===== config.mk =====
export PLATFORM = sky130hd
export DESIGN_NAME = tccs_ctrl
export DESIGN_NICKNAME = d
export VERILOG_FILES = /design/src/tccs_pkg.sv /design/src/tccs_ctrl.sv
export SDC_FILE = /design/constraint.sdc
export NUM_CORES = 1
export LEC_CHECK = 0
export BUFFER_PORTS_ARGS = -buffer_cell sky130_fd_sc_hd__buf_4
export CAP_MARGIN = 20
export CORE_AREA = 8 8 45 47
export CTS_CLUSTER_DIAMETER = 50
export CTS_CLUSTER_SIZE = 12
export DETAILED_ROUTE_END_ITERATION = 10
export DIE_AREA = 0 0 53 55
export PLACE_DENSITY = 0.49
export SYNTH_ARGS = -nofsm -noshare
export SYNTH_HDL_FRONTEND = slang
export SYNTH_SLANG_ARGS = --single-unit

===== constraint.sdc =====
create_clock -name clk -period 3.8 [get_ports clk]
set_clock_uncertainty 0.05 [all_clocks]
set_input_delay 0.38 -clock clk [delete_from_list [all_inputs] [get_ports clk]]
set_output_delay 0.38 -clock clk [all_outputs]
set_load 0.02 [all_outputs]

===== src/tccs_pkg.sv =====
// Shared types and constants for the text console core.
// Used by the channel interfaces, the controller, the datapath and the top level.
package tccs_pkg;

	localparam int CHAR_W  = 8;
	localparam int COL_W   = 7;
	localparam int ROW_W   = 5;
	localparam int CELL_W  = 16;
	localparam int CFG_W   = 8;
	localparam int CFG_IDX_W = 2;

	typedef enum logic [1:0] {
		OP_PUT   = 2'd0,
		OP_CLEAR = 2'd1,
		OP_READ  = 2'd2,
		OP_NONE  = 2'd3
	} op_t;

	localparam logic [CFG_IDX_W-1:0] REG_COLUMNS    = 2'd0;
	localparam logic [CFG_IDX_W-1:0] REG_ROWS       = 2'd1;
	localparam logic [CFG_IDX_W-1:0] REG_TEXT_COLOR = 2'd2;

	localparam logic [COL_W-1:0]  RESET_COLUMNS = 7'd80;
	localparam logic [ROW_W-1:0]  RESET_ROWS    = 5'd25;
	localparam logic [CHAR_W-1:0] RESET_ATTR    = 8'h07;
	localparam logic [CHAR_W-1:0] FILL_ATTR     = 8'h00;

	localparam logic [CHAR_W-1:0] CH_SPACE     = 8'h20;
	localparam logic [CHAR_W-1:0] CH_NEWLINE   = 8'h0A;
	localparam logic [CHAR_W-1:0] CH_RETURN    = 8'h0D;
	localparam logic [CHAR_W-1:0] CH_BACKSPACE = 8'h08;

	typedef enum logic [1:0] {
		WALK_INIT  = 2'd0,
		WALK_CLEAR = 2'd1,
		WALK_COPY  = 2'd2,
		WALK_FILL  = 2'd3
	} walk_mode_t;

	typedef enum logic [2:0] {
		CS_INIT   = 3'd0,
		CS_IDLE   = 3'd1,
		CS_EXEC   = 3'd2,
		CS_CLEAR  = 3'd3,
		CS_COPY   = 3'd4,
		CS_DRAIN  = 3'd5,
		CS_FILL   = 3'd6,
		CS_FINISH = 3'd7
	} ctrl_state_t;

	typedef struct packed {
		logic       accept;
		logic       exec;
		logic       walk_start;
		walk_mode_t start_mode;
		logic       walk_step;
		walk_mode_t mode;
		logic       load_out;
	} ctrl_cmd_t;

	typedef struct packed {
		logic is_clear;
		logic scroll;
		logic multi_row;
		logic walk_last;
	} dp_status_t;

endpackage


===== src/tccs_ctrl.sv =====
// Controller state machine of the text console core: handshakes, item sequencing
// and the screen walks. Depends on tccs_pkg.
module tccs_ctrl (
	input  logic                 clk,
	input  logic                 arst_n,
	input  logic                 in_valid,
	output logic                 in_ready,
	output logic                 out_valid,
	input  logic                 out_ready,
	input  tccs_pkg::dp_status_t st,
	output tccs_pkg::ctrl_cmd_t  cmd
);

	tccs_pkg::ctrl_state_t state_q, state_d;
	logic out_valid_q;
	logic out_free;

	assign out_free  = !out_valid_q || out_ready;
	assign out_valid = out_valid_q;

	always_comb begin
		state_d = state_q;
		case (state_q)
			tccs_pkg::CS_INIT: begin
				if (st.walk_last) state_d = tccs_pkg::CS_IDLE;
			end
			tccs_pkg::CS_IDLE: begin
				if (in_valid) state_d = tccs_pkg::CS_EXEC;
			end
			tccs_pkg::CS_EXEC: begin
				if (st.is_clear) begin
					state_d = tccs_pkg::CS_CLEAR;
				end else if (st.scroll) begin
					state_d = st.multi_row ? tccs_pkg::CS_COPY : tccs_pkg::CS_FILL;
				end else begin
					state_d = tccs_pkg::CS_FINISH;
				end
			end
			tccs_pkg::CS_CLEAR: begin
				if (st.walk_last) state_d = tccs_pkg::CS_FINISH;
			end
			tccs_pkg::CS_COPY: begin
				if (st.walk_last) state_d = tccs_pkg::CS_DRAIN;
			end
			tccs_pkg::CS_DRAIN: begin
				state_d = tccs_pkg::CS_FILL;
			end
			tccs_pkg::CS_FILL: begin
				if (st.walk_last) state_d = tccs_pkg::CS_FINISH;
			end
			tccs_pkg::CS_FINISH: begin
				if (out_free) begin
					state_d = in_valid ? tccs_pkg::CS_EXEC : tccs_pkg::CS_IDLE;
				end
			end
			default: state_d = tccs_pkg::CS_IDLE;
		endcase
	end

	always_comb begin
		in_ready       = 1'b0;
		cmd            = '0;
		cmd.start_mode = tccs_pkg::WALK_CLEAR;
		cmd.mode       = tccs_pkg::WALK_CLEAR;
		case (state_q)
			tccs_pkg::CS_INIT: begin
				cmd.walk_step = 1'b1;
				cmd.mode      = tccs_pkg::WALK_INIT;
			end
			tccs_pkg::CS_IDLE: begin
				in_ready = 1'b1;
			end
			tccs_pkg::CS_EXEC: begin
				cmd.exec = 1'b1;
				if (st.is_clear) begin
					cmd.walk_start = 1'b1;
					cmd.start_mode = tccs_pkg::WALK_CLEAR;
				end else if (st.scroll) begin
					cmd.walk_start = 1'b1;
					cmd.start_mode = st.multi_row ? tccs_pkg::WALK_COPY : tccs_pkg::WALK_FILL;
				end
			end
			tccs_pkg::CS_CLEAR: begin
				cmd.walk_step = 1'b1;
				cmd.mode      = tccs_pkg::WALK_CLEAR;
			end
			tccs_pkg::CS_COPY: begin
				cmd.walk_step = 1'b1;
				cmd.mode      = tccs_pkg::WALK_COPY;
			end
			tccs_pkg::CS_DRAIN: begin
				cmd.walk_start = 1'b1;
				cmd.start_mode = tccs_pkg::WALK_FILL;
			end
			tccs_pkg::CS_FILL: begin
				cmd.walk_step = 1'b1;
				cmd.mode      = tccs_pkg::WALK_FILL;
			end
			tccs_pkg::CS_FINISH: begin
				cmd.load_out = out_free;
				in_ready     = out_free;
			end
			default: ;
		endcase
		cmd.accept = in_valid && in_ready;
	end

	always_ff @(posedge clk or negedge arst_n) begin
		if (!arst_n) begin
			state_q     <= tccs_pkg::CS_INIT;
			out_valid_q <= 1'b0;
		end else begin
			state_q <= state_d;
			if (cmd.load_out) begin
				out_valid_q <= 1'b1;
			end else if (out_ready) begin
				out_valid_q <= 1'b0;
			end
		end
	end

	a_load_needs_room: assert property (@(posedge clk) disable iff (!arst_n)
		cmd.load_out |-> (!out_valid_q || out_ready))
		else $error("result loaded over one that was not taken");

	a_no_request_during_init: assert property (@(posedge clk) disable iff (!arst_n)
		(state_q == tccs_pkg::CS_INIT) |-> !in_ready)
		else $error("request taken before the screen was initialized");

	a_exec_once: assert property (@(posedge clk) disable iff (!arst_n)
		(state_q == tccs_pkg::CS_EXEC) |=> (state_q != tccs_pkg::CS_EXEC))
		else $error("request executed twice");

	a_copy_drains: assert property (@(posedge clk) disable iff (!arst_n)
		(state_q == tccs_pkg::CS_COPY && st.walk_last) |=> (state_q == tccs_pkg::CS_DRAIN))
		else $error("scroll copy did not drain its last write");

	a_exec_follows_accept: assert property (@(posedge clk) disable iff (!arst_n)
		cmd.accept |=> (state_q == tccs_pkg::CS_EXEC))
		else $error("accepted request was not executed");

endmodule


==> impl_metrics.toml, run 1 <==
[detailed_routing]
wl_per_cell_um = 12.3
routed_wl_um = 1060
ant_nets = 0
vias = 415
firstDrtPassIters = 5
drt-initial-drc-count = 5
vias_per_cell = 4.83
drc = 0

[global_routing]
use_met2_pct = 13.3
grt_max_degree = 15
grt_pass1_wl_um = 1680
met3_usage_pct = 1.07
globalRouteMet1Util_pct = 8.26
grt_usage_pct = 7.39
antenna_found_initial = 0
grt_overflow_total = 0
grt-busiest-layer = "met2"
grt_pass1_vias = 397

[synthesis]
ys_ff_latch = 4
yosysWarnings = 0
synth_area_sq_um = 355
ys_seq_area_share_pct = 28.2
synth.distinct_cells = 23
synth_nets = 59
synthCells = 51
syn_avg_cell_area_sq_um = 6.97

[setup_path]
worstPathArrival_ps = 1630
worstPathMaxFanout = 13
start_kind = "flop"
setup.worst_path.class = "reg -> out"
crit_required_ps = 3370
cp-end-kind = "output port"

[power]
irDropWorstVdd_mv = 0.485
leakage_nw = 0.261
power_density_nw_per_um2 = 964

[cts]
postCtsHoldBufs = 1
tritoncts = "yes"
clk_latency_ps = 230
cts_resized = 0
cts_htree_levels = 1
cts_buffers = 3
clk_path_buf_depth = 2
clk_pin_slew_ps = 40
cts-root-buf = "clkbuf_4"
clock_sinks = 4
post-cts-setup-buffers = 0

[flow_run]
max_cap_viol_count = 0

[floorplan]
core_area_sq_um = 1380
die_h_um = 55
initial_core_util_pct = 25.7
rows = 14
die-area_sq_um = 2920
dieWidth_um = 53
ios = 19

[sta]
period_minus_slack_ps = 2060
tightest_slew_ps = 420
tns_ps = 0
rsz0062_at_grt = "no"
fmax_ghz = 0.486
setup-violations-final = 0
whs_ps = 447
hold_violations = 0
finalCritPeriodShare_pct = 54.1
slew_violations = 0
timing.slew.headroom_pct = 72.0

[cells_and_area]
drive_gt1_share_pct = 34.3
final_nets = 80
n_antenna_cell = 0
syn2layout_area_growth_pct = 49.3
final_area_sq_um = 531

[worst_hold_path]
hp-class = "in -> async"

[placement]
dpl-instance-area_sq_um = 498
place_congestion = 0.732
dp_hpwl_um = 827
port_buffers = 18

[status]
status = "finished, final reports clean"
## layer usage
layer	up-vias	wire length (um)
li1	215	-
met1	194	470
met2	6	534
met3	0	55
met4	0	0
met5	-	0
## state kept, by name, summed over array words and instances (netlist names)
register and count:
out_valid 1, state_q 3
## stage by stage
| step | total power, mW | util, % | setup slack (ps) | cells |
|---|---|---|---|---|
| after floorplan | 0.337 | - | 2170 | 51 |
| after global placement | 0.466 | 36.0 | 2030 | 82 |
| after detailed placement | 0.462 | 36.0 | 2000 | 82 |
| after CTS | 0.515 | 38.3 | 1760 | 86 |
| after global routing | 0.556 | 38.3 | 1620 | 86 |
| final | 0.512 | 38.3 | 1740 | 86 |
## placed cells by master (no fill, tap or decap), types with 2 or more instances in the layout
cell and n:
nor2b_1 2, nand2_1 9, and3_1 2, a21oi_1 4
buf_4 18, nand3_1 2, clkbuf_4 3, and2_1 2
dfrtp_1 4, nor2_1 6, o21ai_0 5
## final cells by class
class	count	area, sq um
fill	145	853
tap	16	20.0
inverter	1	3.75
timing repair buffer	19	145
sequential	4	100
clock buffer	3	22.5
multi-input combinational	43	239
## report_power, final
group          internal (mW)  switching, mW
clock                 0.0351         0.0146
combinational          0.155          0.182
sequential            0.0643         0.0601
total                  0.255          0.257
## synth_stat cells, drive strengths merged
| cell | count | area share [%] |
|---|---|---|
| o32a | 1 | 2.8 |
| nand2b | 1 | 1.8 |
| and3 | 2 | 3.5 |
| o311a | 1 | 2.8 |
| nor2b | 3 | 7.4 |
| dfrtp | 4 | 28 |
| buf | 1 | 1.4 |
| nand2 | 9 | 9.5 |
| o21ai | 5 | 7.0 |
| nor3 | 1 | 1.4 |
| nor2 | 6 | 6.3 |
| a21oi | 4 | 5.6 |
| nand3 | 2 | 2.8 |
| a31oi | 1 | 1.8 |
| and2 | 2 | 3.5 |
| mux2 | 1 | 3.2 |
| a22oi | 1 | 2.1 |
| inv | 1 | 1.1 |
| clkbuf | 2 | 2.1 |
| o21bai | 1 | 2.1 |
| o22ai | 1 | 1.8 |
| or2 | 1 | 1.8 |
## critical path, stage by stage, from the launching register on
cell and delay [ps]:
dfrtp_1 570, nor2b_4 290, and2_1 190, o21ai_0 90, o21ai_0 80, buf_4 170
## kinds of logic (layout without fill, tap and decap cells)
family,count (synthesis),after routing,synth area share [%]
simple gates,27,27,38.0
compound gates,15,15,26.1
flops,4,4,28.2
mux,1,1,3.17
buf+inv,4,23,4.58
## path summary, 6_finish.rpt
kind                                          end  cells after the start                    from  slack [ps]
max                                        cmd[6]                      5  state_q[1]$_DFFE_PN0P_        1740
min                        state_q[0]$_DFFE_PN0P_                      2                  arst_n         450
max reg2reg                state_q[1]$_DFFE_PN0P_                      4  state_q[1]$_DFFE_PN0P_        2210
min reg2reg                 out_valid$_DFFE_PN0P_                      2   out_valid$_DFFE_PN0P_         520
max in group asynchronous  state_q[1]$_DFFE_PN0P_                      2                  arst_n        3150
min in group clk            out_valid$_DFFE_PN0P_                      3               out_ready         450
Note: power is estimated with default switching activity, not from simulation.
==> inputs of run 2 (changes only) <==
Settings changed: PLACE_DENSITY 0.49 to 0.51.
Clock period 3.8 ns to 1.8 ns, I/O delays scaled along.
==> run 2 against run 1 <==
Net effect:
- routed wire length increased by 3.2%
- final cell count increased by 3.5%
- non-clock buffer count increased by 3
- critical path depth decreased by 1
- first-iteration DRC count increased by 80%
- worst setup slack got worse by 1600 ps
- hold slack got worse by 220 ps
- sequential cell count unchanged
- die area unchanged
- combinational power increased by 150%
- sequential share of layout area decreased by 0.77 points
==> impl_metrics.toml, run 2 (synthesis results as in run 1) <==
[cts]
cts_buffers = 3
clk_path_buf_depth = 2
tritoncts = "yes"
clk_pin_slew_ps = 40
cts-root-buf = "clkbuf_4"
clk_latency_ps = 230
cts_htree_levels = 1
post-cts-setup-buffers = 0
clock_sinks = 4

[sta]
period_minus_slack_ps = 1680
timing.slew.headroom_pct = 85.5
hold_violations = 0
fmax_ghz = 0.594
finalCritPeriodShare_pct = 93.5
whs_ps = 226
tns_ps = 0
rsz0062_at_grt = "no"
slew_violations = 0
fin_ws_ps = 117
setup-violations-final = 0
tightest_slew_ps = 218

[setup_path]
cp-end-kind = "output port"
worstPathMaxFanout = 8
cpPeakStageDelay_ps = 450
worstPathArrival_ps = 1450
r2r-end = "state_q[1]$_DFFE_PN0P_"
ff2ff_path_depth = 3
path_cells = "nor2b_4, and3_1, o21bai_1, buf_4"
setup.worst_path.class = "reg -> out"
endpoint = "cmd[5]"
crit_path_top_delay_cell = "dfrtp_1"
regToRegStartpoint = "state_q[1]$_DFFE_PN0P_"
startpoint = "state_q[1]$_DFFE_PN0P_"
start_kind = "flop"
crit_required_ps = 1570
reg2reg_slack_ps = 360

[power]
power.switching_mw = 0.549
power_density_nw_per_um2 = 2040
leakage_nw = 0.275
sequentialPowerShare_pct = 17.3
clkPwrFrac_pct = 9.5
power.share.switching_pct = 48.6
total_power_mw = 1.13
irDropWorstVdd_mv = 0.883
p_comb_share_pct = 73.1
internal_power_mw = 0.581

[floorplan]
rows = 14
initial_core_util_pct = 25.7
die-area_sq_um = 2920
dieWidth_um = 53
core_area_sq_um = 1380
die_h_um = 55
ios = 19

[cells_and_area]
final_area_sq_um = 553
final.fill_count = 151
final_util_pct = 40.0
top_register = "state_q"
mostFrequentLayoutCell = "buf_4"
regArea_sq_um = 100
mostFrequentLayoutCells = "21 x buf_4, 9 x nand2_1, 6 x nor2_1, 5 x o21ai_0"
largest_reg_flops = 3
n_antenna_cell = 0
multiInputGateArea_sq_um = 239
final_cells = 89
syn2layout_area_growth_pct = 55.6
drive_gt1_share_pct = 37.0
final_nets = 83

[flow_run]
max_cap_viol_count = 0

[worst_hold_path]
hp-class = "in -> async"

[placement]
place_congestion = 0.740
place_ws_ps = 362
dp_hpwl_um = 862
dpl-instance-area_sq_um = 520
place_inst = 85
port_buffers = 18

[global_routing]
grt_pass1_wl_um = 1640
antenna_found_initial = 0
grt_overflow_total = 0
grt_max_degree = 12
grt_usage_pct = 7.55
grt_pass1_vias = 388

[status]
status = "finished, final reports clean"

[detailed_routing]
vias_per_cell = 4.88
drc = 0
firstDrtPassIters = 4
routed_wl_um = 1100
ant_nets = 0
vias = 434
drt-initial-drc-count = 9
wl_per_cell_um = 12.3
## run 2: cell count changes in the layout (fill, tap and decap cells not counted)
| cell | previous run | this run |
|---|---|---|
| buf_4 | 18 | 21 |
## run 2: final cells by class
type / instances / share of cell area, %
inverters: 1 / 0.679
multi-input cells: 43 / 43.2
clock buffers: 3 / 4.07
repair buffers: 22 / 30.3
well taps: 16 / 3.62
flip-flops and latches: 4 / 18.1
## run 2: power groups by stage
| stage | combinational [mW] | sequential, mW | clock [mW] |
|---|---|---|---|
| 6_report | 0.826 | 0.196 | 0.108 |
| 5_1_grt | 0.908 | 0.204 | 0.123 |
| 4_1_cts | 0.837 | 0.194 | 0.116 |
| 3_5_place_dp | 0.834 | 0.195 | 0 |
| 3_3_place_gp | 0.837 | 0.193 | 0 |
| 2_1_floorplan | 0.522 | 0.190 | 0 |
## run 2: what timing repair did
action | 4_1_cts | 5_1_grt
endpoints found under the hold margin | 4 | 0
hold buffers | 1 | 0
resized for setup | 0 | 0
## run 2: worst min-delay path by stage
stage / from / to / slack (ps) / cells after the start
detailed placement: arst_n / state_q[2]$_DFFE_PN0P_ / -70 / 1
CTS: arst_n / out_valid$_DFFE_PN0P_ / 220 / 2
global route: arst_n / state_q[1]$_DFFE_PN0P_ / 220 / 2
global placement: arst_n / out_valid$_DFFE_PN0P_ / -70 / 1
finish: arst_n / state_q[1]$_DFFE_PN0P_ / 230 / 2
floorplan: arst_n / out_valid$_DFFE_PN0P_ / -170 / 0
## run 2: routing by layer
layer | part of all wire, % | global-route usage, %
met5 | 0 | 0
met4 | 0 | 3.88
met3 | 8.7 | 4.28
met2 | 45 | 11.1
met1 | 46 | 8.55
## run 2: worst max-delay path: cells and delay by family, from the launching register on
| family | cells | cell delay (ps) |
|---|---|---|
| simple gates | 2 | 470 |
| flops | 1 | 450 |
| buf+inv | 1 | 170 |
| compound gates | 1 | 140 |
